File: config.mk
export PLATFORM = sky130hd
export DESIGN_NAME = scfc_strbuf
export DESIGN_NICKNAME = d
export VERILOG_FILES = /design/src/rtl/scfc_pkg.sv /design/src/rtl/scfc_strbuf.sv
export SDC_FILE = /design/constraint.sdc
export NUM_CORES = 2
export LEC_CHECK = 0
export ABC_CLOCK_PERIOD_IN_PS = 6700
export BUFFER_PORTS_ARGS = -buffer_cell sky130_fd_sc_hd__clkbuf_2
export CORE_MARGIN = 4
export CORE_UTILIZATION = 45
export DETAILED_ROUTE_END_ITERATION = 10
export GPL_TIMING_DRIVEN = 0
export SYNTH_ARGS = -nofsm -noshare
export SYNTH_HDL_FRONTEND = slang
export SYNTH_SLANG_ARGS = --single-unit
File: constraint.sdc
create_clock -name clock -period 6.7 [get_ports clock]
set_input_delay 0.335 -clock clock [delete_from_list [all_inputs] [get_ports clock]]
set_output_delay 0.335 -clock clock [all_outputs]
set_load 0.03 [all_outputs]
File: src/rtl/scfc_pkg.sv
// Shared constants, types and the compare microprogram for the caseless compare block.
package scfc_pkg;

   localparam int MAX_LEN  = 256;
   localparam int LEN_W    = $clog2(MAX_LEN + 1);
   localparam int ADDR_W   = (MAX_LEN > 1) ? $clog2(MAX_LEN) : 1;
   localparam int DIFF_W   = 10;
   localparam int DIFF_MAX = 256;
   localparam int DL_W     = ((LEN_W > DIFF_W) ? LEN_W : DIFF_W) + 2;
   localparam int TDATA_IN_W  = 16;
   localparam int TDATA_OUT_W = 16;

   // request commands
   localparam logic [1:0] CMD_APPEND_A = 2'd0;
   localparam logic [1:0] CMD_APPEND_B = 2'd1;
   localparam logic [1:0] CMD_COMPARE  = 2'd2;

   // microprogram
   localparam int STEP_W = 4;
   localparam int COND_W = 3;
   localparam int ACT_W  = 4;

   localparam logic [STEP_W-1:0] STEP_LA_RD  = 4'd0;
   localparam logic [STEP_W-1:0] STEP_LA_CHK = 4'd1;
   localparam logic [STEP_W-1:0] STEP_LB_RD  = 4'd2;
   localparam logic [STEP_W-1:0] STEP_LB_CHK = 4'd3;
   localparam logic [STEP_W-1:0] STEP_TA_RD  = 4'd4;
   localparam logic [STEP_W-1:0] STEP_TA_CHK = 4'd5;
   localparam logic [STEP_W-1:0] STEP_TB_RD  = 4'd6;
   localparam logic [STEP_W-1:0] STEP_TB_CHK = 4'd7;
   localparam logic [STEP_W-1:0] STEP_M_RD   = 4'd8;
   localparam logic [STEP_W-1:0] STEP_M_CHK  = 4'd9;
   localparam logic [STEP_W-1:0] STEP_M_WS   = 4'd10;
   localparam logic [STEP_W-1:0] STEP_SA_RD  = 4'd11;
   localparam logic [STEP_W-1:0] STEP_SA_CHK = 4'd12;
   localparam logic [STEP_W-1:0] STEP_SB_RD  = 4'd13;
   localparam logic [STEP_W-1:0] STEP_SB_CHK = 4'd14;
   localparam logic [STEP_W-1:0] STEP_DONE   = 4'd15;

   localparam logic [COND_W-1:0] COND_ALWAYS    = 3'd0;
   localparam logic [COND_W-1:0] COND_A_EMPTY   = 3'd1;
   localparam logic [COND_W-1:0] COND_B_EMPTY   = 3'd2;
   localparam logic [COND_W-1:0] COND_ANY_EMPTY = 3'd3;
   localparam logic [COND_W-1:0] COND_WS_A      = 3'd4;
   localparam logic [COND_W-1:0] COND_WS_B      = 3'd5;
   localparam logic [COND_W-1:0] COND_MISMATCH  = 3'd6;

   localparam logic [ACT_W-1:0] ACT_NOP       = 4'd0;
   localparam logic [ACT_W-1:0] ACT_INC_IA    = 4'd1;
   localparam logic [ACT_W-1:0] ACT_INC_IB    = 4'd2;
   localparam logic [ACT_W-1:0] ACT_DEC_EA    = 4'd3;
   localparam logic [ACT_W-1:0] ACT_DEC_EB    = 4'd4;
   localparam logic [ACT_W-1:0] ACT_INC_BOTH  = 4'd5;
   localparam logic [ACT_W-1:0] ACT_DIFF_BYTE = 4'd6;
   localparam logic [ACT_W-1:0] ACT_DIFF_LEN  = 4'd7;
   localparam logic [ACT_W-1:0] ACT_FINISH    = 4'd8;

   typedef struct packed {
      logic              rd_a;
      logic              rd_b;
      logic              tail;
      logic [COND_W-1:0] cond;
      logic [ACT_W-1:0]  act_t;
      logic [STEP_W-1:0] tgt_t;
      logic [ACT_W-1:0]  act_f;
      logic [STEP_W-1:0] tgt_f;
   } ucode_type;

   function automatic logic is_ws(input logic [7:0] c);
      return (c == 8'h20) || (c >= 8'h09 && c <= 8'h0D);
   endfunction

   function automatic logic [7:0] fold(input logic [7:0] c);
      return (c >= 8'h41 && c <= 8'h5A) ? c + 8'h20 : c;
   endfunction

   function automatic ucode_type mk(input logic rd_a, input logic rd_b, input logic tail,
                                    input logic [COND_W-1:0] cond,
                                    input logic [ACT_W-1:0] act_t,
                                    input logic [STEP_W-1:0] tgt_t,
                                    input logic [ACT_W-1:0] act_f,
                                    input logic [STEP_W-1:0] tgt_f);
      ucode_type w;
      w.rd_a  = rd_a;
      w.rd_b  = rd_b;
      w.tail  = tail;
      w.cond  = cond;
      w.act_t = act_t;
      w.tgt_t = tgt_t;
      w.act_f = act_f;
      w.tgt_f = tgt_f;
      return w;
   endfunction

   // Read steps issue a buffer read; the following check step sees the data.
   function automatic ucode_type ucode_rom(input logic [STEP_W-1:0] step);
      ucode_type w;
      case (step)
         // trim leading whitespace
         STEP_LA_RD:  w = mk(1'b1, 1'b0, 1'b0, COND_A_EMPTY, ACT_NOP, STEP_LB_RD,
                             ACT_NOP, STEP_LA_CHK);
         STEP_LA_CHK: w = mk(1'b0, 1'b0, 1'b0, COND_WS_A, ACT_INC_IA, STEP_LA_RD,
                             ACT_NOP, STEP_LB_RD);
         STEP_LB_RD:  w = mk(1'b0, 1'b1, 1'b0, COND_B_EMPTY, ACT_NOP, STEP_TA_RD,
                             ACT_NOP, STEP_LB_CHK);
         STEP_LB_CHK: w = mk(1'b0, 1'b0, 1'b0, COND_WS_B, ACT_INC_IB, STEP_LB_RD,
                             ACT_NOP, STEP_TA_RD);
         // trim trailing whitespace
         STEP_TA_RD:  w = mk(1'b1, 1'b0, 1'b1, COND_A_EMPTY, ACT_NOP, STEP_TB_RD,
                             ACT_NOP, STEP_TA_CHK);
         STEP_TA_CHK: w = mk(1'b0, 1'b0, 1'b0, COND_WS_A, ACT_DEC_EA, STEP_TA_RD,
                             ACT_NOP, STEP_TB_RD);
         STEP_TB_RD:  w = mk(1'b0, 1'b1, 1'b1, COND_B_EMPTY, ACT_NOP, STEP_M_RD,
                             ACT_NOP, STEP_TB_CHK);
         STEP_TB_CHK: w = mk(1'b0, 1'b0, 1'b0, COND_WS_B, ACT_DEC_EB, STEP_TB_RD,
                             ACT_NOP, STEP_M_RD);
         // main walk
         STEP_M_RD:   w = mk(1'b1, 1'b1, 1'b0, COND_ANY_EMPTY, ACT_DIFF_LEN, STEP_DONE,
                             ACT_NOP, STEP_M_CHK);
         STEP_M_CHK:  w = mk(1'b0, 1'b0, 1'b0, COND_MISMATCH, ACT_DIFF_BYTE, STEP_DONE,
                             ACT_INC_BOTH, STEP_M_WS);
         STEP_M_WS:   w = mk(1'b0, 1'b0, 1'b0, COND_WS_A, ACT_NOP, STEP_SA_RD,
                             ACT_NOP, STEP_M_RD);
         // collapse whitespace runs after a matching whitespace byte
         STEP_SA_RD:  w = mk(1'b1, 1'b0, 1'b0, COND_A_EMPTY, ACT_NOP, STEP_SB_RD,
                             ACT_NOP, STEP_SA_CHK);
         STEP_SA_CHK: w = mk(1'b0, 1'b0, 1'b0, COND_WS_A, ACT_INC_IA, STEP_SA_RD,
                             ACT_NOP, STEP_SB_RD);
         STEP_SB_RD:  w = mk(1'b0, 1'b1, 1'b0, COND_B_EMPTY, ACT_NOP, STEP_M_RD,
                             ACT_NOP, STEP_SB_CHK);
         STEP_SB_CHK: w = mk(1'b0, 1'b0, 1'b0, COND_WS_B, ACT_INC_IB, STEP_SB_RD,
                             ACT_NOP, STEP_M_RD);
         STEP_DONE:   w = mk(1'b0, 1'b0, 1'b0, COND_ALWAYS, ACT_FINISH, STEP_LA_RD,
                             ACT_FINISH, STEP_LA_RD);
         default:     w = mk(1'b0, 1'b0, 1'b0, COND_ALWAYS, ACT_FINISH, STEP_LA_RD,
                             ACT_FINISH, STEP_LA_RD);
      endcase
      return w;
   endfunction

endpackage

File: src/rtl/scfc_strbuf.sv
// String buffer: one write port and one registered read port.
module scfc_strbuf (
   input  logic                       clock,
   input  logic                       wr_en,
   input  logic [scfc_pkg::ADDR_W-1:0] wr_addr,
   input  logic [7:0]                 wr_data,
   input  logic                       rd_en,
   input  logic [scfc_pkg::ADDR_W-1:0] rd_addr,
   output logic [7:0]                 rd_data
);

   logic [7:0] mem [scfc_pkg::MAX_LEN];
   logic [7:0] rd_data_ff;

   always_ff @(posedge clock) begin
      if (wr_en) begin
         mem[wr_addr] <= wr_data;
      end
   end

   always_ff @(posedge clock) begin
      if (rd_en) begin
         rd_data_ff <= mem[rd_addr];
      end
   end

   assign rd_data = rd_data_ff;

endmodule

# --- Word-level counts from Yosys, hierarchy flattened ---
# Memory sizes are Yosys's and may differ from the RTL's. A register that Yosys moved wholly into a read port is not among the register bits.
# Cells that the tools add are included.
word_totals:
  reg_bits: 0
  mem_bits_rw: 2048
  elab_cells: 3
  mem_count: 1
mem_list:
  columns: ["memory", "words", "width", "rd", "rd_clocked_by_memory_dff", "wr", "line", "source"]
  rows:
  - ["mem", 256, 8, 1, 1, 1, "scfc_strbuf.sv:12", "logic [7:0] mem [scfc_pkg::MAX_LEN];"]
op_classes:
  mux: 2
ops:
  columns: ["operator", "count"]
  rows:
  - ["2-to-1 mux 1 bit", 2]

# --- Logic depth before layout (Yosys ltp) ---
depth:
  depth_word: 2
  ltp_mapped: 11
  ltp_nobuf: 6

# --- Worst setup path after synthesis ---
# No wires, ideal clock.
synth_timing:
  path_kind: "input-to-reg"
  startpoint: "input rd_addr[0] (netlist name)"
  endpoint: "register rd_data_ff[2] (netlist: rd_data[2]) (read register of mem) (data pin)"
  setup_ns: 0.269
  arrival_ns: 2.142
  required_time_ns: 6.431
  path_slack_ns: 4.289
  stages: 9
  path_buffers: 4
  cell_sequence: "buf_6 buf_12 buf_8 buf_2 mux4_2 a22oi_1 a21oi_1 nor4_1 nor4_2"
synth_lines:
  columns: ["item", "line", "source"]
  rows:
  - ["start: declaration", "scfc_strbuf.sv:8", "input logic [scfc_pkg::ADDR_W-1:0] rd_addr,"]
  - ["end: declaration", "scfc_strbuf.sv:13", "logic [7:0] rd_data_ff;"]

==> results.sh <==
export IMPL_outcome="complete, but fails checks"
export IMPL_violations="capacitance limit, slew limit"
export IMPL_num_io_pins=35
export IMPL_utilization=0.5086
export IMPL_drc=0
export IMPL_root_buffer="clkbuf_16"
export IMPL_overflow=0
export IMPL_ys_async_sr_fraction=0
export IMPL_yosysSeqAreaShare=0.7753
export IMPL_avgRoutedWirePerCell_um=37.22
export IMPL_syn_instance_count=3733
export IMPL_fin_crit_sh=0.7230
export IMPL_worst_pin_slew_ns=1.589
export IMPL_worst_ep_required_time_ns=7.19
export IMPL_min_delay_start="wr_data[4]"
export IMPL_clk_pin_slew_worst_paths_ns=0.06
export IMPL_stdcell_count=6499
export IMPL_p_per_area_nw_per_um2=298.8
export IMPL_drtIter0Drc=6543
export IMPL_h_tree_depth=4
export IMPL_dp_cells=6115
export IMPL_finalPower_mw=26.77
export IMPL_dp_hpwl_um=162000
export IMPL_cts_sinks=2056
export IMPL_die_area_um2=183800
export IMPL_rsz0062_at_grt="no"
export IMPL_setup_violations=0
export IMPL_ys_ff_latch=2056
export IMPL_setup_tns_ns=0
export IMPL_slew_headroom=-0.05964
export IMPL_worstPathArrival_ns=5.33
export IMPL_hold_viol=0
export IMPL_track_usage=0.2606
export IMPL_setup_worst_path_start="rd_addr[1]"
export IMPL_die_x_um=428.7
export IMPL_post_cts_buffers=0
export IMPL_fillerInstances=14025
export IMPL_maxCapViolCount=5
export IMPL_ff2ff_path_depth=6
export IMPL_synth_nets=3760
export IMPL_num_vias=41327
export IMPL_timing_rr_start="mem[211][3]$_DFFE_PP_"
export IMPL_min_period_ns=4.844
export IMPL_clk_latency_ns=0.86
export IMPL_syn_avg_cell_area_um2=21.33
export IMPL_synth_cell_area_um2=79640
export IMPL_io_buffers=27
export IMPL_antenna_found_initial=18
export IMPL_grt_pass1_wl_um=330100
export IMPL_first_pass_iters=8
export IMPL_leakage_nw=27.41
export IMPL_layout_setup_ws_ns=1.856
export IMPL_initial_core_util=0.4522
export IMPL_die_h_um=428.7
export IMPL_finalNetCount=4009
export IMPL_synth_warnings=0
export IMPL_drive_above_1_share=0.2156
export IMPL_worstSetupEndpointType="flop"
export IMPL_tritoncts="built"
export IMPL_finalWeightedCongestion=0.9131
export IMPL_yosys_cell_types_count=54
export IMPL_irDropWorstVdd_mv=0.3317
export IMPL_grt_pass1_vias=40115
export IMPL_grt_max_degree=141
export IMPL_startpoint_type="input port"
export IMPL_whs_path_depth=1
export IMPL_path_class="in2reg"
export IMPL_post_place_ws_ns=1.205
export IMPL_num_rows=154
export IMPL_via_per_inst=6.359
export IMPL_drtAntennaViolNets=0
export IMPL_hold_path_class="in2reg"
export IMPL_cts_made_buffers=201
export IMPL_fin_skew_ns=0.02326
export IMPL_core_region_area_um2=176100
export IMPL_dominantRegCellSynth="edfxtp_1"
export IMPL_area_growth_pct=12.47
export IMPL_clockBufferDepth=3
export IMPL_maxSlewViolCount=46
export IMPL_cp_max_fo=10
export IMPL_postRouteWirelength_um=241900
export IMPL_fmaxAchievable_mhz=206.4
export IMPL_synth_edf_count=2056
-- worst max-delay path, stage by stage --
cell,delay [ns]
buf_2,0.15
buf_4,0.24
buf_4,0.35
clkbuf_1,1.14
mux4_2,0.44
a221oi_1,1.29
o32ai_1,0.44
nor3_1,0.56
nor4_1,0.29
-- state kept, by name, indices dropped and copies added, names as in the netlist --
| name | cells |
|---|---|
| mem | 2048 |
| rd_data | 8 |
-- layout by cell type (no fill, tap or decap), drive strengths merged, types with 10 or more instances in the layout --
master	instances
inv	12
o211ai	10
nand4	10
clkinv	80
nor4	27
edfxtp	2056
nand3	34
a211oi	16
clkbuf	396
a21oi	96
nand2	33
mux2i	134
nor2	282
o22ai	28
diode	12
nor3	22
a22oi	133
mux4	456
buf	137
a221oi	14
o21ai	12
nor2b	31
o221ai	47
bufinv	16
-- kinds of logic after synthesis --
kind of cell / count (synthesis) / share of synthesized area
flip-flops: 2056 / 0.7753
multiplexers: 591 / 0.1460
AND/OR/NAND/NOR: 466 / 0.02625
AO/OA/AOI/OAI: 385 / 0.03416
buffers and inverters: 235 / 0.01829
-- per-layer routing --
layer	part of all wire	GRT usage	vias up	routed length (um)
li1	-	-	16244	-
met1	0.39	0.3662	22127	93980
met2	0.45	0.3898	2516	109800
met3	0.11	0.07067	427	27320
met4	0.044	0.1049	13	10630
met5	0.00043	0	-	103
-- cell type report --
type / instances / area, um2 / area share
repair buffers: 46 / 613.1 / 0.006845
diodes: 12 / 30.03 / 0.0003353
clock inverters: 111 / 1033 / 0.01154
well taps: 2340 / 2928 / 0.03269
plain buffers: 233 / 1475 / 0.01647
inverters: 2 / 7.507 / 0.00008381
clock buffers: 257 / 5283 / 0.05898
flip-flops and latches: 2056 / 61740 / 0.6893
multi-input cells: 1442 / 16460 / 0.1838
-- cell usage after synthesis (all sizes together) (2+ instances only) --
cell	n	area, um2
nor2b	31	193.9
clkbuf	111	416.7
nor3	22	110.1
a31oi	2	12.51
o221ai	47	417.9
nand4	10	62.56
nor2	282	1059
a221oi	14	128.9
a22o	8	70.07
nand2	33	123.9
a211oi	16	120.1
a22oi	133	998.5
and3b	2	17.52
o22a	5	43.79
a2111oi	5	52.55
nand2b	8	50.05
buf	122	1032
a311oi	2	17.52
or2	4	25.02
nand3b	2	15.01
edfxtp	2056	61740
mux2i	134	1341
o22ai	28	175.2
o32ai	5	51.30
nor4	27	187.7
and2	6	37.54
o211ai	10	75.07
mux4	456	10280
nand3	34	170.2
a21oi	96	480.5
o21ai	12	60.06
-- power by group --
group          internal (mW)  switching (mW)  leakage [nW]
logic                  0.454            1.07          5.87
clock network           6.19            4.86          3.05
registers               14.2         0.00741          18.5
-- stage by stage --
| stage | hold WS, ns | cell area [um2] |
|---|---|---|
| after floorplan | 0.4339 | 79640 |
| after global placement | 0.6842 | 82700 |
| after detailed placement | 0.7134 | 83170 |
| after CTS | 0.2011 | 89520 |
| after global routing | 0.2160 | 89540 |
| final | 0.1506 | 89570 |
-- final timing paths --
| kind | slack [ns] | to |
|---|---|---|
| worst max-delay path | 1.86 | rd_data[3]$_DFFE_PP_ |
| worst min-delay path | 0.15 | mem[230][4]$_DFFE_PP_ |
| worst max register to register | 2.70 | rd_data[3]$_DFFE_PP_ |
| worst min register to register | 1.58 | rd_data[2]$_DFFE_PP_ |
-- repair_timing --
item	in CTS	in global routing
endpoints found under the hold margin	49	0
hold buffers	3	0
endpoints found under the setup margin	0	0
gates resized for setup	0	0
Note: power is estimated with default switching activity, not from simulation.
